File: config.mk
export PLATFORM = sky130hd
export DESIGN_NAME = hv_channel_monitor_scheduler
export DESIGN_NICKNAME = d
export VERILOG_FILES = /design/src/design/hvcms_pkg.sv /design/src/design/hvcms_ram.sv /design/src/design/hvcms_alu.sv /design/src/design/hvcms_cfg.sv /design/src/design/hv_channel_monitor_scheduler.sv
export VERILOG_INCLUDE_DIRS = /design/src /design/src/design
export SDC_FILE = /design/constraint.sdc
export NUM_CORES = 2
export LEC_CHECK = 0
export BUFFER_PORTS_ARGS = -buffer_cell sky130_fd_sc_hd__buf_2
export CAP_MARGIN = 15
export CORE_ASPECT_RATIO = 0.8
export CORE_MARGIN = 2
export CORE_UTILIZATION = 60
export CTS_CLUSTER_SIZE = 10
export DETAILED_ROUTE_END_ITERATION = 10
export PLACE_DENSITY_LB_ADDON = 0.2
export SLEW_MARGIN = 20
export SYNTH_ARGS = -nofsm -noshare
export SYNTH_HDL_FRONTEND = slang
export SYNTH_SLANG_ARGS = --single-unit
File: constraint.sdc
create_clock -name clk -period 21.7 [get_ports clk]
set_clock_uncertainty 0.15 [all_clocks]
set_input_delay 0 -clock clk [delete_from_list [all_inputs] [get_ports clk]]
set_output_delay 0 -clock clk [all_outputs]
set_load 0.02 [all_outputs]
File: src/design/hv_channel_monitor_scheduler_defines.svh
// Assertion macros for the high-voltage channel supervisor.
// Needs clk and arst_n in the scope where a macro is used.
`ifndef HV_CHANNEL_MONITOR_SCHEDULER_DEFINES_SVH
`define HV_CHANNEL_MONITOR_SCHEDULER_DEFINES_SVH
`ifndef SYNTHESIS
`define HVCMS_ASSERT(label, prop, msg) \
	label: assert property (@(posedge clk) disable iff (!arst_n) prop) else $error(msg);
`define HVCMS_NEVER(label, cond, msg) \
	`HVCMS_ASSERT(label, !(cond), msg)
`else
`define HVCMS_ASSERT(label, prop, msg)
`define HVCMS_NEVER(label, cond, msg)
`endif
`endif

File: src/design/hvcms_pkg.sv
// Shared types, codes and constants for the high-voltage channel supervisor.
// No dependencies.
package hvcms_pkg;

	localparam int VOLT_W   = 13;
	localparam int MS_W     = 32;
	localparam int COUNT_W  = 6;
	localparam int SENS_W   = 10;
	localparam int ACT_W    = 3;
	localparam int CHIN_W   = 5;
	localparam int PADDR_W  = 4;
	localparam int PDATA_W  = 32;

	typedef logic [VOLT_W-1:0] volt_t;
	typedef logic [MS_W-1:0]   ms_t;

	typedef enum logic [ACT_W-1:0] {
		ACT_NONE    = 3'd0,
		ACT_SET     = 3'd1,
		ACT_PUBLISH = 3'd2,
		ACT_READ    = 3'd3,
		ACT_ON      = 3'd4,
		ACT_OFF     = 3'd5
	} action_t;

	typedef enum logic [1:0] {
		KIND_DEMAND = 2'd0,
		KIND_MEAS   = 2'd1,
		KIND_POLL   = 2'd2,
		KIND_SWITCH = 2'd3
	} kind_t;

	localparam logic [1:0] REG_COUNT = 2'd0;
	localparam logic [1:0] REG_LIMIT = 2'd1;
	localparam logic [1:0] REG_SENS  = 2'd2;

	localparam logic [COUNT_W-1:0] COUNT_RST = 6'd32;
	localparam volt_t              LIMIT_RST = 13'd3000;
	localparam logic [SENS_W-1:0]  SENS_RST  = 10'd3;

	localparam ms_t RECENT_MS = 32'd5000;
	localparam ms_t STALE_MS  = 32'd20000;
	localparam ms_t FRESH_MS  = 32'd2000;

	typedef struct packed {
		volt_t demand;
		volt_t sent;
		volt_t meas;
		volt_t pub;
		ms_t   stamp;
	} entry_t;

	typedef struct packed {
		logic [COUNT_W-1:0] count;
		volt_t              limit;
		logic [SENS_W-1:0]  sens;
	} cfg_t;

	typedef struct packed {
		volt_t clamped;
		logic  set_differs;
		volt_t dev;
		logic  dev_gt_max;
		logic  max_ge_sens;
		logic  fresh;
		logic  qualifies;
	} alu_res_t;

	typedef enum logic [3:0] {
		ST_IDLE,
		ST_DEM_RD,
		ST_DEM_WR,
		ST_MEAS_RD,
		ST_MEAS_WR,
		ST_SCAN,
		ST_PUB,
		ST_POLL_MOD,
		ST_POLL,
		ST_DONE
	} state_t;

endpackage

File: src/design/hvcms_ram.sv
// Generic single-write, single-read RAM with registered read data.
// No dependencies.
module hvcms_ram #(
	parameter int WIDTH = 8,
	parameter int DEPTH = 32
) (
	input  logic                     clk,
	input  logic                     we,
	input  logic [$clog2(DEPTH)-1:0] waddr,
	input  logic [WIDTH-1:0]         wdata,
	input  logic [$clog2(DEPTH)-1:0] raddr,
	output logic [WIDTH-1:0]         rdata
);

	logic [WIDTH-1:0] mem_q [DEPTH];

	always_ff @(posedge clk) begin
		if (we) begin
			mem_q[waddr] <= wdata;
		end
		rdata <= mem_q[raddr];
	end

endmodule

File: src/design/hvcms_alu.sv
// Shared compare unit: clamp, deviations, channel age tests on one entry.
// Depends on hvcms_pkg.
module hvcms_alu (
	input  hvcms_pkg::entry_t   entry,
	input  hvcms_pkg::ms_t      now_ms,
	input  hvcms_pkg::volt_t    volts,
	input  hvcms_pkg::cfg_t     cfg,
	input  hvcms_pkg::volt_t    max_dev,
	output hvcms_pkg::alu_res_t res
);

	import hvcms_pkg::*;

	function automatic volt_t absd(input volt_t a, input volt_t b);
		return (a > b) ? (a - b) : (b - a);
	endfunction

	ms_t   age;
	volt_t off;
	volt_t sens_v;
	volt_t sens2_v;

	always_comb begin
		age     = now_ms - entry.stamp;
		off     = absd(entry.meas, entry.demand);
		sens_v  = VOLT_W'(cfg.sens);
		sens2_v = {2'b00, cfg.sens, 1'b0};

		res.clamped     = (volts > cfg.limit) ? cfg.limit : volts;
		res.set_differs = res.clamped != entry.sent;
		res.dev         = absd(entry.meas, entry.pub);
		res.dev_gt_max  = res.dev > max_dev;
		res.max_ge_sens = max_dev >= sens_v;
		res.fresh       = age < FRESH_MS;
		res.qualifies   = (age < RECENT_MS) || ((age < STALE_MS) && (off > sens2_v));
	end

endmodule

File: src/design/hvcms_cfg.sv
// APB-style configuration registers: channel count, voltage limit, sensitivity.
// Depends on hvcms_pkg.
module hvcms_cfg (
	input  logic                                clk,
	input  logic                                arst_n,
	input  logic                                psel,
	input  logic                                penable,
	input  logic                                pwrite,
	input  logic [hvcms_pkg::PADDR_W-1:0]       paddr,
	input  logic [hvcms_pkg::PDATA_W-1:0]       pwdata,
	output logic [hvcms_pkg::PDATA_W-1:0]       prdata,
	output logic                                pready,
	output hvcms_pkg::cfg_t                     cfg
);

	import hvcms_pkg::*;

	cfg_t cfg_q;
	logic wr_en;

	assign pready = 1'b1;
	assign wr_en  = psel && penable && pwrite;
	assign cfg    = cfg_q;

	always_ff @(posedge clk or negedge arst_n) begin
		if (!arst_n) begin
			cfg_q.count <= COUNT_RST;
			cfg_q.limit <= LIMIT_RST;
			cfg_q.sens  <= SENS_RST;
		end else if (wr_en) begin
			unique case (paddr[3:2])
				REG_COUNT: cfg_q.count <= pwdata[COUNT_W-1:0];
				REG_LIMIT: cfg_q.limit <= pwdata[VOLT_W-1:0];
				REG_SENS:  cfg_q.sens  <= pwdata[SENS_W-1:0];
				default: ;
			endcase
		end
	end

	always_comb begin
		unique case (paddr[3:2])
			REG_COUNT: prdata = PDATA_W'(cfg_q.count);
			REG_LIMIT: prdata = PDATA_W'(cfg_q.limit);
			REG_SENS:  prdata = PDATA_W'(cfg_q.sens);
			default:   prdata = '0;
		endcase
	end

endmodule

File: src/design/hv_channel_monitor_scheduler.sv
// High-voltage channel supervisor, top level: sequencer, channel RAM, valid bits,
// result register. Depends on hvcms_pkg, hvcms_cfg, hvcms_alu, hvcms_ram.
// One transaction is worked on at a time; in_ready is high only while the sequencer
// idles. A finished result waits in the output register; the next transaction can be
// accepted meanwhile but cannot finish until that result is taken. Every channel record
// sits in one RAM word read once per cycle, so the cost is set by that read port: a
// demand reads and writes its record, a switch or out-of-range item goes straight to the
// result, a measurement writes its record and scans the channels in use for the largest
// deviation, scanning again when it publishes; a poll wraps its start channel first.
// Reset clears the per-channel valid bits at once, so no clearing pass is needed.
`include "hv_channel_monitor_scheduler_defines.svh"

module hv_channel_monitor_scheduler #(
	parameter int MAX_CHANNELS = 32
) (
	input  logic                               clk,
	input  logic                               arst_n,
	input  logic                               psel,
	input  logic                               penable,
	input  logic                               pwrite,
	input  logic [hvcms_pkg::PADDR_W-1:0]      paddr,
	input  logic [hvcms_pkg::PDATA_W-1:0]      pwdata,
	output logic [hvcms_pkg::PDATA_W-1:0]      prdata,
	output logic                               pready,
	input  logic                               in_valid,
	output logic                               in_ready,
	input  logic [1:0]                         kind,
	input  logic [hvcms_pkg::CHIN_W-1:0]       channel,
	input  hvcms_pkg::volt_t                   volts,
	input  hvcms_pkg::ms_t                     now_ms,
	output logic                               out_valid,
	input  logic                               out_ready,
	output logic [hvcms_pkg::ACT_W-1:0]        action,
	output logic [hvcms_pkg::CHIN_W-1:0]       target_channel,
	output hvcms_pkg::volt_t                   set_volts
);

	import hvcms_pkg::*;

	localparam int CH_W  = $clog2(MAX_CHANNELS);
	localparam int CNT_W = $clog2(MAX_CHANNELS + 1);
	localparam int ENT_W = $bits(entry_t);
	localparam logic [6:0] MAX7 = 7'(MAX_CHANNELS);

	cfg_t     cfg;
	alu_res_t alu;

	state_t state_q, state_d;

	logic [CH_W-1:0]  ch_q;
	volt_t            volts_q;
	ms_t              now_q;
	logic [CNT_W-1:0] n_q;
	logic [CNT_W-1:0] rp_q;
	logic [CNT_W-1:0] iss_q;
	logic [CNT_W-1:0] evc_q;
	logic [CNT_W-1:0] v_q;
	logic [CH_W-1:0]  first_q;
	logic [CH_W-1:0]  last_q;
	logic             ev_s1;
	logic [CH_W-1:0]  ep_s1;
	logic             rvld_s1;
	volt_t            max_q;
	logic             fresh_q;

	action_t          pend_act_q;
	logic [CH_W-1:0]  pend_tgt_q;
	volt_t            pend_setv_q;
	logic             out_valid_q;
	action_t          action_q;
	logic [CH_W-1:0]  target_q;
	volt_t            set_volts_q;

	logic [MAX_CHANNELS-1:0] vld_q;

	logic             ram_we;
	logic [CH_W-1:0]  ram_waddr;
	entry_t           ram_wdata;
	logic [CH_W-1:0]  ram_raddr;
	logic [ENT_W-1:0] ram_rdata;
	entry_t           entry;

	logic [6:0]       cc7;
	logic [6:0]       n7;
	logic [CNT_W-1:0] n_now;
	logic             in_range;
	logic             acc;
	logic             scan_issue;
	logic             scan_end;
	logic             pub_go;
	logic             mod_done;
	logic             poll_issue;
	logic [CNT_W-1:0] rp_inc;
	logic [CNT_W-1:0] rp_next;
	logic [CNT_W-1:0] ep_inc;
	logic [CH_W-1:0]  nxt_ep;
	logic             poll_hit;
	logic             poll_end;
	logic             out_load;

	hvcms_cfg u_cfg (
		.clk     (clk),
		.arst_n  (arst_n),
		.psel    (psel),
		.penable (penable),
		.pwrite  (pwrite),
		.paddr   (paddr),
		.pwdata  (pwdata),
		.prdata  (prdata),
		.pready  (pready),
		.cfg     (cfg)
	);

	hvcms_ram #(
		.WIDTH (ENT_W),
		.DEPTH (MAX_CHANNELS)
	) u_ram (
		.clk   (clk),
		.we    (ram_we),
		.waddr (ram_waddr),
		.wdata (ram_wdata),
		.raddr (ram_raddr),
		.rdata (ram_rdata)
	);

	// never-written records read as zero
	assign entry = rvld_s1 ? entry_t'(ram_rdata) : '0;

	hvcms_alu u_alu (
		.entry   (entry),
		.now_ms  (now_q),
		.volts   (volts_q),
		.cfg     (cfg),
		.max_dev (max_q),
		.res     (alu)
	);

	always_comb begin
		cc7        = {1'b0, cfg.count};
		n7         = (cc7 == 7'd0) ? 7'd1 : ((cc7 > MAX7) ? MAX7 : cc7);
		n_now      = CNT_W'(n7);
		in_range   = {2'b00, channel} < n7;
		acc        = in_valid && in_ready;
		scan_issue = rp_q < n_q;
		scan_end   = !scan_issue && !ev_s1;
		pub_go     = alu.max_ge_sens || (fresh_q && (max_q != '0));
		mod_done   = v_q < n_q;
		poll_issue = iss_q < n_q;
		rp_inc     = rp_q + CNT_W'(1);
		rp_next    = (rp_inc == n_q) ? '0 : rp_inc;
		ep_inc     = CNT_W'(ep_s1) + CNT_W'(1);
		nxt_ep     = (ep_inc == n_q) ? '0 : ep_inc[CH_W-1:0];
		poll_hit   = ev_s1 && alu.qualifies;
		poll_end   = poll_hit || (ev_s1 && !alu.qualifies &&
			((nxt_ep == last_q) || ((evc_q + CNT_W'(1)) == n_q)));
		out_load   = !out_valid_q || out_ready;
	end

	// next state
	always_comb begin
		state_d = state_q;
		unique case (state_q)
			ST_IDLE: begin
				if (in_valid) begin
					unique case (kind_t'(kind))
						KIND_DEMAND: state_d = in_range ? ST_DEM_RD : ST_DONE;
						KIND_MEAS:   state_d = in_range ? ST_MEAS_RD : ST_DONE;
						KIND_POLL:   state_d = ST_POLL_MOD;
						KIND_SWITCH: state_d = ST_DONE;
						default:     state_d = ST_DONE;
					endcase
				end
			end
			ST_DEM_RD:   state_d = ST_DEM_WR;
			ST_DEM_WR:   state_d = ST_DONE;
			ST_MEAS_RD:  state_d = ST_MEAS_WR;
			ST_MEAS_WR:  state_d = ST_SCAN;
			ST_SCAN: begin
				if (scan_end) begin
					state_d = pub_go ? ST_PUB : ST_DONE;
				end
			end
			ST_PUB: begin
				if (scan_end) begin
					state_d = ST_DONE;
				end
			end
			ST_POLL_MOD: begin
				if (mod_done) begin
					state_d = ST_POLL;
				end
			end
			ST_POLL: begin
				if (poll_end) begin
					state_d = ST_DONE;
				end
			end
			ST_DONE: begin
				if (out_load) begin
					state_d = ST_IDLE;
				end
			end
			default: state_d = ST_IDLE;
		endcase
	end

	// sequencer outputs
	always_comb begin
		in_ready  = 1'b0;
		ram_raddr = rp_q[CH_W-1:0];
		ram_we    = 1'b0;
		ram_waddr = ep_s1;
		ram_wdata = entry;
		unique case (state_q)
			ST_IDLE: in_ready = 1'b1;
			ST_DEM_RD, ST_MEAS_RD: ram_raddr = ch_q;
			ST_DEM_WR: begin
				ram_we           = 1'b1;
				ram_waddr        = ch_q;
				ram_wdata.demand = alu.clamped;
				if (alu.set_differs) begin
					ram_wdata.sent  = alu.clamped;
					ram_wdata.stamp = now_q;
				end
			end
			ST_MEAS_WR: begin
				ram_we         = 1'b1;
				ram_waddr      = ch_q;
				ram_wdata.meas = volts_q;
			end
			ST_PUB: begin
				ram_we        = ev_s1;
				ram_wdata.pub = entry.meas;
			end
			ST_SCAN, ST_POLL_MOD, ST_POLL, ST_DONE: ;
			default: ;
		endcase
	end

	always_ff @(posedge clk or negedge arst_n) begin
		if (!arst_n) begin
			state_q     <= ST_IDLE;
			out_valid_q <= 1'b0;
			vld_q       <= '0;
			last_q      <= '0;
			rvld_s1     <= 1'b0;
			ev_s1       <= 1'b0;
		end else begin
			state_q <= state_d;
			rvld_s1 <= vld_q[ram_raddr];
			if (ram_we) begin
				vld_q[ram_waddr] <= 1'b1;
			end
			if (state_q == ST_DONE && out_load) begin
				out_valid_q <= 1'b1;
			end else if (out_ready) begin
				out_valid_q <= 1'b0;
			end
			if (state_q == ST_POLL && poll_end) begin
				last_q <= poll_hit ? ep_s1 : first_q;
			end
			unique case (state_q)
				ST_SCAN, ST_PUB: ev_s1 <= scan_issue;
				ST_POLL:         ev_s1 <= poll_issue && !poll_end;
				default:         ev_s1 <= 1'b0;
			endcase
		end
	end

	always_ff @(posedge clk) begin
		if (acc) begin
			ch_q        <= CH_W'(channel);
			volts_q     <= volts;
			now_q       <= now_ms;
			n_q         <= n_now;
			v_q         <= CNT_W'(last_q) + CNT_W'(1);
			pend_act_q  <= (kind_t'(kind) == KIND_SWITCH) ?
				((volts != '0) ? ACT_ON : ACT_OFF) : ACT_NONE;
			pend_tgt_q  <= '0;
			pend_setv_q <= '0;
		end
		case (state_q)
			ST_DEM_WR: begin
				if (alu.set_differs) begin
					pend_act_q  <= ACT_SET;
					pend_tgt_q  <= ch_q;
					pend_setv_q <= alu.clamped;
				end
			end
			ST_MEAS_WR: begin
				rp_q    <= '0;
				max_q   <= '0;
				fresh_q <= 1'b0;
			end
			ST_SCAN, ST_PUB: begin
				if (scan_issue) begin
					rp_q  <= rp_q + CNT_W'(1);
					ep_s1 <= rp_q[CH_W-1:0];
				end
				if (state_q == ST_SCAN && ev_s1) begin
					if (alu.dev_gt_max) begin
						max_q <= alu.dev;
					end
					if (alu.fresh) begin
						fresh_q <= 1'b1;
					end
				end
				if (scan_end) begin
					rp_q <= '0;
					if (state_q == ST_PUB) begin
						pend_act_q <= ACT_PUBLISH;
					end
				end
			end
			ST_POLL_MOD: begin
				if (!mod_done) begin
					v_q <= v_q - n_q;
				end else begin
					first_q <= v_q[CH_W-1:0];
					rp_q    <= v_q;
					iss_q   <= '0;
					evc_q   <= '0;
				end
			end
			ST_POLL: begin
				if (poll_issue) begin
					rp_q  <= rp_next;
					iss_q <= iss_q + CNT_W'(1);
					ep_s1 <= rp_q[CH_W-1:0];
				end
				if (ev_s1 && !alu.qualifies) begin
					evc_q <= evc_q + CNT_W'(1);
				end
				if (poll_end) begin
					pend_act_q <= ACT_READ;
					pend_tgt_q <= poll_hit ? ep_s1 : first_q;
				end
			end
			ST_DONE: begin
				if (out_load) begin
					action_q    <= pend_act_q;
					target_q    <= pend_tgt_q;
					set_volts_q <= pend_setv_q;
				end
			end
			default: ;
		endcase
	end

	assign out_valid      = out_valid_q;
	assign action         = action_q;
	assign target_channel = CHIN_W'(target_q);
	assign set_volts      = set_volts_q;

	`HVCMS_ASSERT(a_set_clamped, (out_valid_q && action_q == ACT_SET) |-> (set_volts_q <= cfg.limit), "set command above voltage limit")
	`HVCMS_ASSERT(a_poll_in_use, (state_q == ST_POLL && state_d == ST_DONE) |=> (CNT_W'(last_q) < n_q), "polled channel outside count in use")
	`HVCMS_NEVER(a_scan_bound, (state_q == ST_SCAN || state_q == ST_PUB) && (rp_q > n_q), "scan pointer past channel count")
	`HVCMS_NEVER(a_write_in_use, ram_we && (CNT_W'(ram_waddr) >= n_q), "RAM write to channel not in use")

endmodule
Word level (Yosys, flattened, before mapping)

Memory sizes are Yosys's and may differ from the RTL's. A register that Yosys moved wholly into a read port is not among the register bits.
Index checks and enable logic that the tools add are counted.
Widths: inputs -> output; s select.

Memory bits (read-only): 0
Word-level logic and storage cells: 216
Bits in writable memories: 2,688
Output and inout bits: 56
Bits in latches: 0
Memories: 1
Register bits: 219

Add/sub/neg operators: 11
Bitwise operators: 1
Shift operators: 0
Multiplexer cells: 77
Magnitude comparators: 17
Div/mod/pow operators: 0
Equality and inequality tests: 32
Reduce and logical (&&, ||, !) cells: 50
Multipliers: 0

Memories:

| name        | depth | bits a word | read ports | clocked after memory_dff | write ports | RTL line        | text |
|---|---|---|---|---|---|---|---|
| u_ram.mem_q | 32    | 84          | 1          | 1                        | 1           | hvcms_ram.sv:15 | `logic [WIDTH-1:0] mem_q [DEPTH];` |

Operator list:

| kind                 | number |
|---|---|
| $mux 13              | 11 |
| $mux 84              | 1 |
| $mux 6               | 13 |
| $mux 32              | 2 |
| $gt 13x13->1         | 4 |
| $sub 13x13->13       | 4 |
| $mux 5               | 9 |
| $pmux 4 s10          | 1 |
| $pmux 13 s3          | 1 |
| $mux 4               | 9 |
| $lt 32x11->1 const B | 1 |
| $lt 32x13->1 const B | 1 |
| $lt 32x15->1 const B | 1 |
| $or 32x32->32        | 1 |
| $sub 32x32->32       | 1 |
| $mux 26              | 1 |
| $pmux 13 s2          | 1 |
| $reduce_bool 13->1   | 2 |
| $pmux 6 s2           | 2 |
| $pmux 6 s4           | 1 |
| $ne 2x2->1 const B   | 11 |
| $pmux 5 s2           | 2 |
| $add 6x1->6 const B  | 3 |
| $eq 6x6->1           | 3 |
| 39 further kinds     | 102 |

Longest topological paths before layout

Depth in word-level cells: 13
Depth in mapped cells: 36
Depth with buffers taken out: 26

Hierarchy

A second synthesis with hierarchy kept.

Cell total of the unflattened synthesis: 6,763
Area, all modules: 121,134.9 sq um

By module, submodules not included:

| module                       | sequential area each (sq um) | instances | area each (sq um) | cells an instance |
|---|---|---|---|---|
| hvcms_ram                    | 82,399.0                     | 1         | 103,790.8         | 4,914 |
| hv_channel_monitor_scheduler | 5,215.0                      | 1         | 10,099.7          | 915 |
| hvcms_alu                    | 0.0                          | 1         | 5,730.5           | 818 |
| hvcms_cfg                    | 738.2                        | 1         | 1,514.0           | 116 |

Least setup slack after synthesis

No wires, ideal clock.

Path kind: register to register
From: register state_q[3]
To: register vld_q[10]
Arrival time: 8.679 ns
Setup slack: 12.771 ns
Cell stages (with the launch flop): 11
Library setup time: 0.101 ns
Cell sequence: dfrtp_1 > clkbuf_1 > nand2b_1 > clkbuf_1 > nor3_1 > nor2_1 > mux2i_1 > or2_2 > clkbuf_1 > nor3_1 > or2_2

Word-level cells in the longest chain between the ends: 8

Ends and longest elaborated chain:

| element                                                               | RTL line                            | text |
|---|---|---|
| start: declaration                                                    | hv_channel_monitor_scheduler.sv:48  | `state_t state_q, state_d;` |
| start signal: assignment                                              | hv_channel_monitor_scheduler.sv:249 | `state_q <= state_d;` |
| $eq 4x3->1 / $eq 4x2->1 (equally long branches)                       | hv_channel_monitor_scheduler.sv:214 | `unique case (state_q)` |
| $reduce_or 2->1 (no source line)                                      | -                                   |  |
| $mux 5                                                                | hv_channel_monitor_scheduler.sv:214 |  |
| $lt 5x6->1 (implied by the code) / $ge 5x1->1 (equally long branches) | hv_channel_monitor_scheduler.sv:252 | `vld_q[ram_waddr] <= 1'b1;` |
| $logic_and 1x1->1 (implied by the code)                               | hv_channel_monitor_scheduler.sv:252 |  |
| $mux 1 (implied by the code)                                          | hv_channel_monitor_scheduler.sv:252 |  |
| $demux 1 s5                                                           | hv_channel_monitor_scheduler.sv:252 |  |
| $or 32x32->32 (no source line)                                        | -                                   |  |
| end signal: assignment                                                | hv_channel_monitor_scheduler.sv:244 | `vld_q <= '0;` |
| end signal: indexed assignment                                        | hv_channel_monitor_scheduler.sv:252 |  |
| end: declaration                                                      | hv_channel_monitor_scheduler.sv:74  | `logic [MAX_CHANNELS-1:0] vld_q;` |

Several ways; a longest one is shown, not always the timed one.
A chain may end at the register's enable or synchronous reset.

Worst setup path in the final report

From: register rvld_s1
To: register pend_act_q[1]

Word-level cells in the longest chain between the ends: 12

Ends and longest elaborated chain:

| element                                                 | RTL line                            | text |
|---|---|---|
| start: declaration                                      | hv_channel_monitor_scheduler.sv:62  | `logic rvld_s1;` |
| start signal: assignment                                | hv_channel_monitor_scheduler.sv:250 | `rvld_s1 <= vld_q[ram_raddr];` |
| $mux 84 *                                               | hv_channel_monitor_scheduler.sv:127 | `assign entry = rvld_s1 ? entry_t'(ram_rdata) : '0;` |
| branches (longest 10 deep; another with $sub 32x32->32) | -                                   |  |
| $pmux 3 s3 *                                            | hv_channel_monitor_scheduler.sv:282 | `case (state_q)` |
| end signal: assignment                                  | hv_channel_monitor_scheduler.sv:277 | `pend_act_q <= (kind_t'(kind) == KIND_SWITCH) ?` |
| end: declaration                                        | hv_channel_monitor_scheduler.sv:66  | `action_t pend_act_q;` |

Every way passes the cells marked *.

==> metrics.md <==
| Metric | Value |
|---|---|
| Max stage delay cell, worst path | `dfrtp_4` |
| Die height | `408 µm` |
| FP Rows | `148` |
| Total grt overflow | `0` |
| CP Launch Type | `flop` |
| Via density | `6.68` |
| Post-synth ARST share | `0.0244` |
| Worst R2R Path Depth | `26` |
| CTS max path bufs | `4` |
| Antenna violations before repair | `11` |
| Commonest non-fill, non-tap cell in the layout | `edfxtp_1` |
| Final Cycle Share | `0.392` |
| Core Area | `203000 µm²` |
| Total CTS buffers | `350` |
| Initial Util | `0.602` |
| Slew headroom | `0.218` |
| Count of cell types in the netlist | `102` |
| Crit path kind | `flop to flop` |
| Max VDD drop | `0.000135 V` |
| Die width | `509 µm` |
| Hold Fails Final Rpt | `0` |
| Final Cell Area | `139000 µm²` |
| Routed met2 length | `156000 µm` |
| Hold Crit Class | `primary input to asynchronous set/reset pin` |
| Min Clock Period, post-route | `8.52 ns` |
| Least-Margin Pin Slew | `1.17 ns` |
| IO Port Bufs | `109` |
| Final setup viols | `0` |
| Drt wl/cell | `31.7 µm` |
| Synthesis Warnings | `0` |
| CTS root buffer | `clkbuf_16` |
| Largest stage delay, worst path | `0.69 ns` |
| Seq/Total Area, Yosys | `0.723` |
| GPL Wtd Cong | `0.921` |
| Router iterations before antenna repair | `6` |
| Clock Latency Late Sink | `0.97 ns` |
| Clk sinks | `2991` |
| Full die area | `207000 µm²` |
| Outcome | `complete, no violations` |
| Critical path arrival | `9.18 ns` |
| Largest net degree at the start of global routing | `136` |
| Post-Route WL | `332000 µm` |
| CTS H-tree lvls | `5` |
| Vias | `70.0k` |
| Post-DP HPWL | `179000 µm` |
| Layout cell share with drive strength beyond 1 | `0.200` |
| Max Clk Rate | `0.117 GHz` |
| Main synth FF type | `edfxtp_1` |
| Layout area overhead | `13.3%` |
| Pre-CTS setup slack | `13.46 ns` |
| Cells after Synth | `7116` |
| M1 WL | `129000 µm` |
| Post-CTS Resized | `0` |
| CTS tree | `done` |
| Worst Path Required | `22.37 ns` |
| DR top layer | `met5` |
| Number of global-route vias before repair | `68.2k` |
| Critical Path Fanout Max | `50` |
| Post-DP Area | `127000 µm²` |
| Drt initial violations | `9880` |
| Routed Antenna Nets | `0` |
| MaxCap Viol Count | `0` |
| Count of flip-flops with a built-in enable after synthesis | `2807` |
| Slew Limit Fails | `0` |
| Leak | `47.1 nW` |
| Post-route setup slack | `13.18 ns` |
| PwrDens | `150 nW/µm²` |
| Avg Inst Size Synth | `17.2 µm²` |
| Crit. End Element | `flop` |
| Clock Pin Slew Worst Setup and Hold Paths | `0.06 ns` |
| Met3 Wirelength | `34200 µm` |
| Fill count | `13.0k` |
| Syn Std Cell Area | `122000 µm²` |
| Nets@finish | `7779` |
| Setup TNS | `0 ns` |
| IO Pins | `151` |
| Yosys reg bits | `2991` |
| RSZ-0062 raised after global routing | `no` |
| Residual DRC count | `0` |
| Most frequent cells in the layout | `edfxtp_1, nand2_1, mux4_2` |
| First-pass GRT wire length | `477000 µm` |
| Overall routing resource usage | `0.321` |
==> kinds of logic after synthesis <==
family          after synthesis  synth area share
compound gates              635            0.0332
xor+xnor                     87           0.00623
fa+ha+maj                   145            0.0149
buf+inv                     547            0.0188
flops                      2991             0.723
mux                         756             0.132
other cells                   2         0.0000614
simple gates               1953            0.0718
==> per-layer routing <==
metal / GRT usage / up-vias
li1: - / 28744
met4: 0.115 / 6
met5: 0 / -
met1: 0.469 / 36132
met2: 0.493 / 4402
met3: 0.0577 / 739
==> flip-flops by register name (all words and copies together) (netlist names), 6 cells and up <==
| name | count |
|---|---|
| u_ram.rdata | 84 |
| u_ram.mem_q | 2688 |
| pend_setv_q | 13 |
| volts_q | 13 |
| vld_q | 32 |
| v_q | 6 |
| now_q | 32 |
| n_q | 6 |
| iss_q | 6 |
| u_cfg.cfg | 29 |
| evc_q | 6 |
| rp_q | 6 |
| max_q | 13 |
| set_volts | 13 |
==> what timing repair did <==
action                                 CTS  global route
hold buffers                           160             0
endpoints found under the hold margin  216             0
buffers inserted                         0             0
==> worst max-delay path: cells and delay by family (launching register included) <==
family | cells | cell delay (ns)
AO/OA/AOI/OAI | 14 | 3.51
AND/OR/NAND/NOR | 7 | 2.22
buffers and inverters | 2 | 0.83
flip-flops | 1 | 0.69
adder cells (fa/ha/maj) | 2 | 0.69
XOR/XNOR | 1 | 0.23
==> final cells by class <==
class	instances	area, µm²	share of cell area
Timing Repair Buffer	455	3690	0.0267
Antenna cell	1	2.50	0.0000181
Clock buffer	574	9730	0.0702
Sequential cell	2991	88400	0.638
Multi-Input combinational cell	3596	32600	0.236
Clock inverter	11	165	0.00119
Inverter	147	553	0.00399
Tap cell	2700	3380	0.0244
==> stage by stage <==
stage,instances,hold WS (ns),power (mW),util
6_report,10475,0.109,20.8,0.682
5_1_grt,10475,0.131,21.7,0.682
4_1_cts,10473,0.0312,20.8,0.681
3_5_place_dp,9728,0.0282,15.5,0.624
3_3_place_gp,9726,0.0294,15.4,0.624
2_1_floorplan,7134,-0.446,13.3,-
==> where the power goes <==
group | leakage, nW | total (mW) | switching (mW) | internal, mW
logic | 14.7 | 7.74 | 4.90 | 2.84
clock network | 4.72 | 5.22 | 2.18 | 3.04
registers | 27.6 | 7.88 | 0.281 | 7.60
==> cell usage after synthesis (all sizes together), types with 7 or more instances <==
master	number	area [µm²]
and3	19	119
xnor2	45	394
xor2	42	368
mux2i	49	543
o31ai	11	82.6
mux4	680	15300
dfstp	10	263
dfrtp	63	1580
nor2	154	578
buf	136	751
ha	142	1780
nand4	23	144
o2bb2ai	25	219
a21oi	115	576
nor3	42	215
nand2b	37	239
a211o	12	105
nor2b	19	119
clkbuf	264	993
o21ai	255	1290
nor4	23	165
nand3b	7	52.6
a22o	7	61.3
edfxtp	2807	84300
inv	145	544
a211oi	19	155
o211ai	18	135
a31oi	25	156
mux2	27	304
a21o	29	218
a221oi	7	61.3
or3	9	56.3
o21a	23	173
dfxtp	111	2220
nand2	996	3740
nand3	516	2580
or2	43	269
o2111ai	11	96.3
and2	29	183
o31a	7	61.3
nor4b	8	70.1
==> worst paths after layout <==
check,slack (ns),startpoint,endpoint
max in group asynchronous,20.85,arst_n,last_q[3]$_DFFE_PN0P_
min reg2reg,0.30,pend_setv_q[0]$_DFF_P_,set_volts[0]$_DFFE_PP_
min in group clk,0.12,paddr[2],u_cfg.cfg[28]$_DFFE_PN1P_
min,0.11,arst_n,u_cfg.cfg[28]$_DFFE_PN1P_
max,13.18,rvld_s1$_DFF_PN0_,pend_act_q[1]$_DFF_P_
max reg2reg,13.18,rvld_s1$_DFF_PN0_,pend_act_q[1]$_DFF_P_
(Power assumes the default switching activity.)
